===== src/rtl/core/h264au_pkg.sv =====
// ----------------------------------------------------------------------------
// h264au_pkg
// types, constants and helpers for the annex b access unit splitter
// ----------------------------------------------------------------------------
package h264au_pkg;

   localparam int MaxItems = 6;
   localparam int CountWidth = $clog2(MaxItems + 1);

   localparam logic [7:0] ByteZero = 8'h00;
   localparam logic [7:0] ByteOne = 8'h01;
   localparam logic [7:0] TypeMask = 8'h1F;
   localparam logic [4:0] TypeSliceIdr = 5'd5;
   localparam logic [4:0] TypeSliceLow = 5'd1;
   localparam logic [4:0] TypeSps = 5'd7;
   localparam logic [4:0] TypePps = 5'd8;
   localparam logic [1:0] MaxHeld = 2'd3;

   localparam logic [1:0] KindParams = 2'd0;
   localparam logic [1:0] KindSlice = 2'd1;
   localparam logic [1:0] KindIdr = 2'd2;

   typedef enum logic [1:0] {
      PhSeek = 2'd0,
      PhHeader = 2'd1,
      PhCopy = 2'd2,
      PhDrop = 2'd3
   } phase_type;

   typedef struct packed {
      logic [7:0] data_byte;
      logic       buffer_last;
   } req_type;

   typedef struct packed {
      logic [7:0] out_byte;
      logic       group_end;
      logic [1:0] group_kind;
      logic       run_last;
   } rsp_type;

   typedef rsp_type [MaxItems-1:0] list_type;

   function automatic list_type push_item(list_type l, logic [CountWidth-1:0] n, rsp_type it);
      list_type r;
      r = l;
      if (n < CountWidth'(MaxItems)) begin
         r[n[$clog2(MaxItems)-1:0]] = it;
      end
      return r;
   endfunction

   function automatic logic [CountWidth-1:0] bump_count(logic [CountWidth-1:0] n);
      logic [CountWidth-1:0] r;
      r = n;
      if (n < CountWidth'(MaxItems)) begin
         r = n + CountWidth'(1);
      end
      return r;
   endfunction

   function automatic rsp_type byte_item(logic [7:0] b);
      rsp_type r;
      r = '0;
      r.out_byte = b;
      return r;
   endfunction

   function automatic rsp_type marker_item(logic has_slice, logic has_idr);
      rsp_type r;
      r = '0;
      r.group_end = 1'b1;
      r.group_kind = has_idr ? KindIdr : (has_slice ? KindSlice : KindParams);
      return r;
   endfunction

endpackage


===== src/rtl/core/h264_annexb_access_unit_splitter.sv =====
// ----------------------------------------------------------------------------
// h264_annexb_access_unit_splitter
// reframes an annex b byte stream into parameter and slice groups
// ----------------------------------------------------------------------------
// the result items of an accepted request are registered and presented from the cycle after it
// throughput: one request per cycle while each request yields at most one
//   item and the result side does not stall; a request yielding more items
//   holds off the next one until the last item of its result list is taken,
//   the list being drained one item per cycle while the result side does not stall
// reset: synchronous, clears parse state and group flags, empties the result list
// ----------------------------------------------------------------------------
module h264_annexb_access_unit_splitter (
   input  logic                 clock,
   input  logic                 reset,
   input  logic                 req_valid,
   output logic                 req_stall,
   input  h264au_pkg::req_type  req_payload,
   output logic                 rsp_valid,
   input  logic                 rsp_stall,
   output h264au_pkg::rsp_type  rsp_payload
);

   localparam int CW = h264au_pkg::CountWidth;

   h264au_pkg::phase_type phase_ff, phase_in;
   logic [1:0]            held_ff, held_in;
   logic                  gp_ff, gp_in, gs_ff, gs_in, gi_ff, gi_in;
   h264au_pkg::list_type  list_ff, list_in;
   logic [CW-1:0]         cnt_ff, cnt_in;
   logic [CW-1:0]         rd_ff;

   logic                  req_take, rsp_take, drained;
   logic [7:0]            b;
   logic [4:0]            nal_type;
   logic                  keep;

   assign rsp_valid   = rd_ff != cnt_ff;
   assign rsp_payload = list_ff[rd_ff[$clog2(h264au_pkg::MaxItems)-1:0]];
   assign rsp_take    = rsp_valid && !rsp_stall;
   assign drained     = !rsp_valid || (rsp_take && (rd_ff + CW'(1) == cnt_ff));
   assign req_stall   = !drained;
   assign req_take    = req_valid && drained;

   always_comb begin
      phase_in = phase_ff;
      held_in  = held_ff;
      gp_in    = gp_ff;
      gs_in    = gs_ff;
      gi_in    = gi_ff;
      list_in  = '0;
      cnt_in   = '0;
      keep     = 1'b0;
      b        = req_payload.data_byte;
      nal_type = 5'(b & h264au_pkg::TypeMask);

      // owed marker
      if (phase_in == h264au_pkg::PhSeek) begin
         if (gp_in || gs_in) begin
            list_in = h264au_pkg::push_item(list_in, cnt_in,
                                            h264au_pkg::marker_item(gs_in, gi_in));
            cnt_in  = h264au_pkg::bump_count(cnt_in);
         end
         gp_in = 1'b0;
         gs_in = 1'b0;
         gi_in = 1'b0;
      end

      if (phase_in == h264au_pkg::PhHeader) begin
         if (b == h264au_pkg::ByteZero) begin
            if (held_in < h264au_pkg::MaxHeld) begin
               held_in = held_in + 2'd1;
            end else begin
               if (gp_in || gs_in) begin
                  list_in = h264au_pkg::push_item(list_in, cnt_in,
                                                  h264au_pkg::marker_item(gs_in, gi_in));
                  cnt_in  = h264au_pkg::bump_count(cnt_in);
               end
               gp_in = 1'b0;
               gs_in = 1'b0;
               gi_in = 1'b0;
               phase_in = h264au_pkg::PhDrop;
            end
         end else if (b == h264au_pkg::ByteOne && held_in >= 2'd2) begin
            held_in = 2'd0;
         end else if (held_in >= 2'd1) begin
            if (gp_in || gs_in) begin
               list_in = h264au_pkg::push_item(list_in, cnt_in,
                                               h264au_pkg::marker_item(gs_in, gi_in));
               cnt_in  = h264au_pkg::bump_count(cnt_in);
            end
            gp_in = 1'b0;
            gs_in = 1'b0;
            gi_in = 1'b0;
            phase_in = h264au_pkg::PhDrop;
            held_in = 2'd0;
         end else begin
            if (nal_type == h264au_pkg::TypeSps || nal_type == h264au_pkg::TypePps) begin
               if (gs_in) begin
                  list_in = h264au_pkg::push_item(list_in, cnt_in,
                                                  h264au_pkg::marker_item(gs_in, gi_in));
                  cnt_in  = h264au_pkg::bump_count(cnt_in);
                  gp_in = 1'b0;
                  gs_in = 1'b0;
                  gi_in = 1'b0;
               end
               gp_in = 1'b1;
               keep  = 1'b1;
            end else if (nal_type inside {[h264au_pkg::TypeSliceLow:h264au_pkg::TypeSliceIdr]})
            begin
               gs_in = 1'b1;
               if (nal_type == h264au_pkg::TypeSliceIdr) begin
                  gi_in = 1'b1;
               end
               keep = 1'b1;
            end else begin
               if (gp_in || gs_in) begin
                  list_in = h264au_pkg::push_item(list_in, cnt_in,
                                                  h264au_pkg::marker_item(gs_in, gi_in));
                  cnt_in  = h264au_pkg::bump_count(cnt_in);
               end
               gp_in = 1'b0;
               gs_in = 1'b0;
               gi_in = 1'b0;
               phase_in = h264au_pkg::PhDrop;
            end
            if (keep) begin
               for (int i = 0; i < 3; i++) begin
                  list_in = h264au_pkg::push_item(list_in, cnt_in,
                                                  h264au_pkg::byte_item(h264au_pkg::ByteZero));
                  cnt_in  = h264au_pkg::bump_count(cnt_in);
               end
               list_in = h264au_pkg::push_item(list_in, cnt_in,
                                               h264au_pkg::byte_item(h264au_pkg::ByteOne));
               cnt_in  = h264au_pkg::bump_count(cnt_in);
               list_in = h264au_pkg::push_item(list_in, cnt_in, h264au_pkg::byte_item(b));
               cnt_in  = h264au_pkg::bump_count(cnt_in);
               phase_in = h264au_pkg::PhCopy;
            end
         end
      end else begin
         if (b == h264au_pkg::ByteZero) begin
            if (held_in < h264au_pkg::MaxHeld) begin
               held_in = held_in + 2'd1;
            end else if (phase_in == h264au_pkg::PhCopy) begin
               list_in = h264au_pkg::push_item(list_in, cnt_in,
                                               h264au_pkg::byte_item(h264au_pkg::ByteZero));
               cnt_in  = h264au_pkg::bump_count(cnt_in);
            end
         end else if (b == h264au_pkg::ByteOne && held_in >= 2'd2) begin
            phase_in = h264au_pkg::PhHeader;
            held_in  = 2'd0;
         end else begin
            if (phase_in == h264au_pkg::PhCopy) begin
               for (int i = 0; i < 3; i++) begin
                  if (2'(i) < held_in) begin
                     list_in = h264au_pkg::push_item(list_in, cnt_in,
                                                     h264au_pkg::byte_item(h264au_pkg::ByteZero));
                     cnt_in  = h264au_pkg::bump_count(cnt_in);
                  end
               end
               list_in = h264au_pkg::push_item(list_in, cnt_in, h264au_pkg::byte_item(b));
               cnt_in  = h264au_pkg::bump_count(cnt_in);
            end
            held_in = 2'd0;
         end
      end

      // end of buffer
      if (req_payload.buffer_last) begin
         if (phase_in == h264au_pkg::PhCopy) begin
            for (int i = 0; i < 3; i++) begin
               if (2'(i) < held_in) begin
                  list_in = h264au_pkg::push_item(list_in, cnt_in,
                                                  h264au_pkg::byte_item(h264au_pkg::ByteZero));
                  cnt_in  = h264au_pkg::bump_count(cnt_in);
               end
            end
         end
         if (cnt_in < CW'(h264au_pkg::MaxItems)) begin
            if (gp_in || gs_in) begin
               list_in = h264au_pkg::push_item(list_in, cnt_in,
                                               h264au_pkg::marker_item(gs_in, gi_in));
               cnt_in  = h264au_pkg::bump_count(cnt_in);
            end
            gp_in = 1'b0;
            gs_in = 1'b0;
            gi_in = 1'b0;
         end
         phase_in = h264au_pkg::PhSeek;
         held_in  = 2'd0;
      end

      if (cnt_in != '0) begin
         list_in[$clog2(h264au_pkg::MaxItems)'(cnt_in - CW'(1))].run_last = 1'b1;
      end
   end

   always_ff @(posedge clock) begin
      if (reset) begin
         phase_ff <= h264au_pkg::PhSeek;
         held_ff  <= 2'd0;
         gp_ff    <= 1'b0;
         gs_ff    <= 1'b0;
         gi_ff    <= 1'b0;
         cnt_ff   <= '0;
         rd_ff    <= '0;
      end else if (req_take) begin
         phase_ff <= phase_in;
         held_ff  <= held_in;
         gp_ff    <= gp_in;
         gs_ff    <= gs_in;
         gi_ff    <= gi_in;
         cnt_ff   <= cnt_in;
         rd_ff    <= '0;
      end else if (rsp_take) begin
         rd_ff <= rd_ff + CW'(1);
      end
   end

   always_ff @(posedge clock) begin
      if (req_take) begin
         list_ff <= list_in;
      end
   end

endmodule


===== config.mk =====
export PLATFORM = sky130hd
export DESIGN_NAME = h264_annexb_access_unit_splitter
export DESIGN_NICKNAME = d
export VERILOG_FILES = /design/src/rtl/core/h264au_pkg.sv /design/src/rtl/core/h264_annexb_access_unit_splitter.sv
export SDC_FILE = /design/constraint.sdc
export NUM_CORES = 1
export LEC_CHECK = 0
export ABC_AREA = 0
export BUFFER_PORTS_ARGS = -buffer_cell sky130_fd_sc_hd__buf_2
export CAP_MARGIN = 20
export CORE_MARGIN = 10
export CORE_UTILIZATION = 28
export DETAILED_ROUTE_END_ITERATION = 10
export GPL_ROUTABILITY_DRIVEN = 1
export GPL_TIMING_DRIVEN = 0
export SYNTH_ARGS = -nofsm -noshare
export SYNTH_HDL_FRONTEND = slang
export SYNTH_SLANG_ARGS = --single-unit
export TNS_END_PERCENT = 5

===== constraint.sdc =====
create_clock -name clock -period 20.8 [get_ports clock]
set_clock_uncertainty 0.05 [all_clocks]
set_input_delay 1.04 -clock clock [delete_from_list [all_inputs] [get_ports clock]]
set_output_delay 1.04 -clock clock [all_outputs]
set_load 0.1 [all_outputs]

==> flow_metrics.py <==
metrics = {
    "outcome": {
        "outcome": "finished, final reports clean",
    },
    "global_route": {
        "busiest_layer": "met2",
        "grt_pass1_wl_um": 26300,
        "overflow": 0,
        "grtUsageMet1": 0.156,
        "grt_usage": 0.117,
        "grt_max_degree": 59,
        "use_met3": 0.0237,
        "antenna_found_initial": 4,
        "grt.met2_usage": 0.182,
        "grt_pass1_vias": 4660,
    },
    "clock_network": {
        "clkTransAtPathRegs_ns": 0.07,
        "h-tree-depth": 3,
        "ctsHoldBuffers": 0,
        "tritoncts": "done",
        "post-cts-setup-buffer-count": 0,
        "cts_buffers": 9,
        "ctsResizeCount": 0,
        "cts_buffer_depth": 2,
        "cts.sinks": 85,
        "clk_latency_ns": 0.34,
        "cts_root_buf": "clkbuf_16",
    },
    "setup_path": {
        "endpoint_kind": "register",
        "startpoint": "phase_ff[1]",
        "crit_type": "register to register",
        "worst-r2r-setup-slack_ns": 11.91,
        "critical_path.max_fanout": 10,
        "required_ns": 20.89,
        "reg2reg_from": "phase_ff[1]",
        "worstPathArrival_ns": 8.98,
        "worstSetupStartpointType": "register",
        "cpMostUsedCell": "ha_1",
        "cp_slowest_cell": "fa_1",
        "crit-reg2reg-capture": "list_ff[48]",
        "critPathCapture": "list_ff[48]",
        "ff2ff_path_depth": 35,
        "cpPeakStageDelay_ns": 0.49,
    },
    "synthesis": {
        "ys.warnings.count": 0,
        "synth_enable_flop_cells": 72,
        "syn_inst": 620,
        "synthFlopType": "edfxtp_1",
        "yosys.area_share.xor_xnor": 0.0198,
        "synth_seq_cells": 85,
        "synth_seq_area_share": 0.407,
        "synth_mux_area_frac": 0.0776,
        "syn_area_mm2": 0.00595,
        "synthAdderAreaFrac": 0.0433,
        "synth_top_family_by_area": "simple AND/OR/NAND/NOR gates",
        "avgSynthCellArea_um2": 9.60,
        "synth_cell_types": 93,
        "async_flop_share": 0,
        "synth_simple_gate_area_frac": 0.215,
        "synth-compound-area-share": 0.182,
    },
    "timing": {
        "final-hold-violation-count": 0,
        "period_minus_slack_ns": 8.89,
        "timing.hold.ws_ns": 0.479,
        "tightest_slew_ns": 0.929,
        "final_max_slew_viol_count": 0,
        "rsz0062_at_grt": "false",
        "slew-limit-headroom": 0.379,
        "timing.setup.tns_ns": 0,
        "min_period_over_period": 0.427,
        "clock.fmax_ghz": 0.112,
        "setup_viol": 0,
    },
    "cells_and_area": {
        "areaGrowthSynthToFinish_pct": 14.1,
        "nets": 694,
        "regArea_mm2": 0.00242,
        "layout-drive-gt1-share": 0.138,
        "final_cell_mix": "edfxtp_1 (72), nor2_1 (58), nand2_1 (43)",
        "fillers": 2193,
        "layout_commonest_cell": "edfxtp_1",
        "multi_input_area_mm2": 0.00322,
    },
    "die": {
        "io_pins": 27,
        "die_h_um": 166,
        "start_util": 0.284,
        "die_area_mm2": 0.0275,
        "core_area_mm2": 0.0210,
        "rows": 53,
        "die_w_um": 166,
    },
    "route": {
        "drc": 0,
        "drtAntennaViolNets": 0,
        "vias": 5080,
        "vias_per_cell": 5.39,
        "drt_iter0_drc": 470,
        "wire_per_inst_um": 17.7,
        "drtPass1Iterations": 5,
        "routed_wl_um": 16700,
    },
    "place": {
        "dp_hpwl_um": 12600,
        "io_buffer_count": 24,
        "gp_congestion": 0.892,
    },
    "hold_path": {
        "holdCritStartpoint": "cnt_ff[1]",
        "hold_class": "register to register",
    },
    "pwr": {
        "p_leak_nw": 2.48,
        "irDropWorstVdd_v": 0.0000402,
        "powerDensity_mw_per_mm2": 62.2,
    },
    "run": {
        "maxCapViolCount": 0,
    },
}
critical path, delay by kind of cell, from the launching register on:
family,cells,cell delay [ns]
compound gates,8,1.92
flops,1,0.30
buf+inv,5,0.86
simple gates,14,3.12
fa+ha+maj,7,2.13
mux,1,0.27
how the worst min path moves through the flow:
stage          cells past startpoint  slack, ns   endpoint
2_1_floorplan                      2       0.42  cnt_ff[1]
6_report                           2       0.48  cnt_ff[1]
3_5_place_dp                       2       0.47      gi_ff
3_3_place_gp                       2       0.46  cnt_ff[1]
5_1_grt                            2       0.52      gi_ff
4_1_cts                            2       0.48  cnt_ff[1]
flip-flops by register name, summed over array words and instances (netlist names):
register / cells
cnt_ff: 3
gi_ff: 1
phase_ff: 2
rd_ff: 3
list_ff: 72
gp_ff: 1
held_ff: 2
gs_ff: 1
synthesized netlist by cell type (4+ instances only):
| cell type | count | share of area |
|---|---|---|
| a211oi_1 | 4 | 0.0050 |
| nor2b_1 | 16 | 0.017 |
| and3_1 | 8 | 0.0084 |
| nor4_1 | 6 | 0.0063 |
| dfxtp_1 | 13 | 0.044 |
| edfxtp_1 | 72 | 0.36 |
| a32oi_1 | 4 | 0.0059 |
| o31ai_1 | 6 | 0.0076 |
| nand4_1 | 6 | 0.0063 |
| o22ai_1 | 15 | 0.016 |
| o21ai_0 | 19 | 0.016 |
| mux2i_1 | 18 | 0.030 |
| nand3_1 | 24 | 0.020 |
| a31oi_1 | 20 | 0.021 |
| nor3_1 | 20 | 0.017 |
| and2_1 | 10 | 0.011 |
| nor2_1 | 58 | 0.037 |
| nand2b_1 | 14 | 0.015 |
| ha_1 | 19 | 0.040 |
| buf_2 | 9 | 0.0076 |
| a21oi_1 | 28 | 0.024 |
| or3_1 | 6 | 0.0063 |
| o211ai_1 | 6 | 0.0076 |
| a32o_1 | 4 | 0.0067 |
| xnor2_1 | 7 | 0.010 |
| mux4_2 | 12 | 0.045 |
| clkbuf_1 | 28 | 0.018 |
| inv_1 | 32 | 0.020 |
| nand2_1 | 43 | 0.027 |
| a21o_1 | 4 | 0.0050 |
metrics by stage:
stage | util | std cells | instance area [um2] | setup slack (ns) | power, mW
final | 0.324 | 943 | 6790 | 11.91 | 0.422
after global routing | 0.324 | 942 | 6790 | 11.36 | 0.437
after CTS | 0.324 | 941 | 6790 | 12.05 | 0.425
after detailed placement | 0.308 | 925 | 6460 | 12.09 | 0.251
after global placement | 0.307 | 924 | 6430 | 12.16 | 0.250
after floorplan | - | 625 | 5970 | 13.19 | 0.239
layout make-up:
class	instances	area share
antenna	2	0.000737
buffer	41	0.0271
clock buffer	9	0.0332
clock inverter	7	0.0144
inverter	36	0.0208
multi-input combinational	463	0.475
sequential	85	0.357
tap	275	0.0507
timing repair buffer	25	0.0217
report_power, final:
part | total, mW | internal [mW] | switching [mW]
logic | 0.0502 | 0.0127 | 0.0375
clock network | 0.175 | 0.106 | 0.0693
registers | 0.197 | 0.194 | 0.00236
layer usage:
| metal | part of all wire | vias to the layer above |
|---|---|---|
| met1 | 0.44 | 2450 |
| met2 | 0.46 | 185 |
| met4 | 0.021 | 4 |
| li1 | - | 2410 |
| met3 | 0.075 | 31 |
| met5 | 0.0016 | - |
logic make-up (layout without fill, tap and decap cells):
logic type	after synthesis	count (layout)
simple gates	240	240
compound gates	154	154
flops	85	85
buf+inv	77	118
mux	31	31
fa+ha+maj	20	20
xor+xnor	11	11
other cells	2	9
Power figures use the tool's default switching activity.
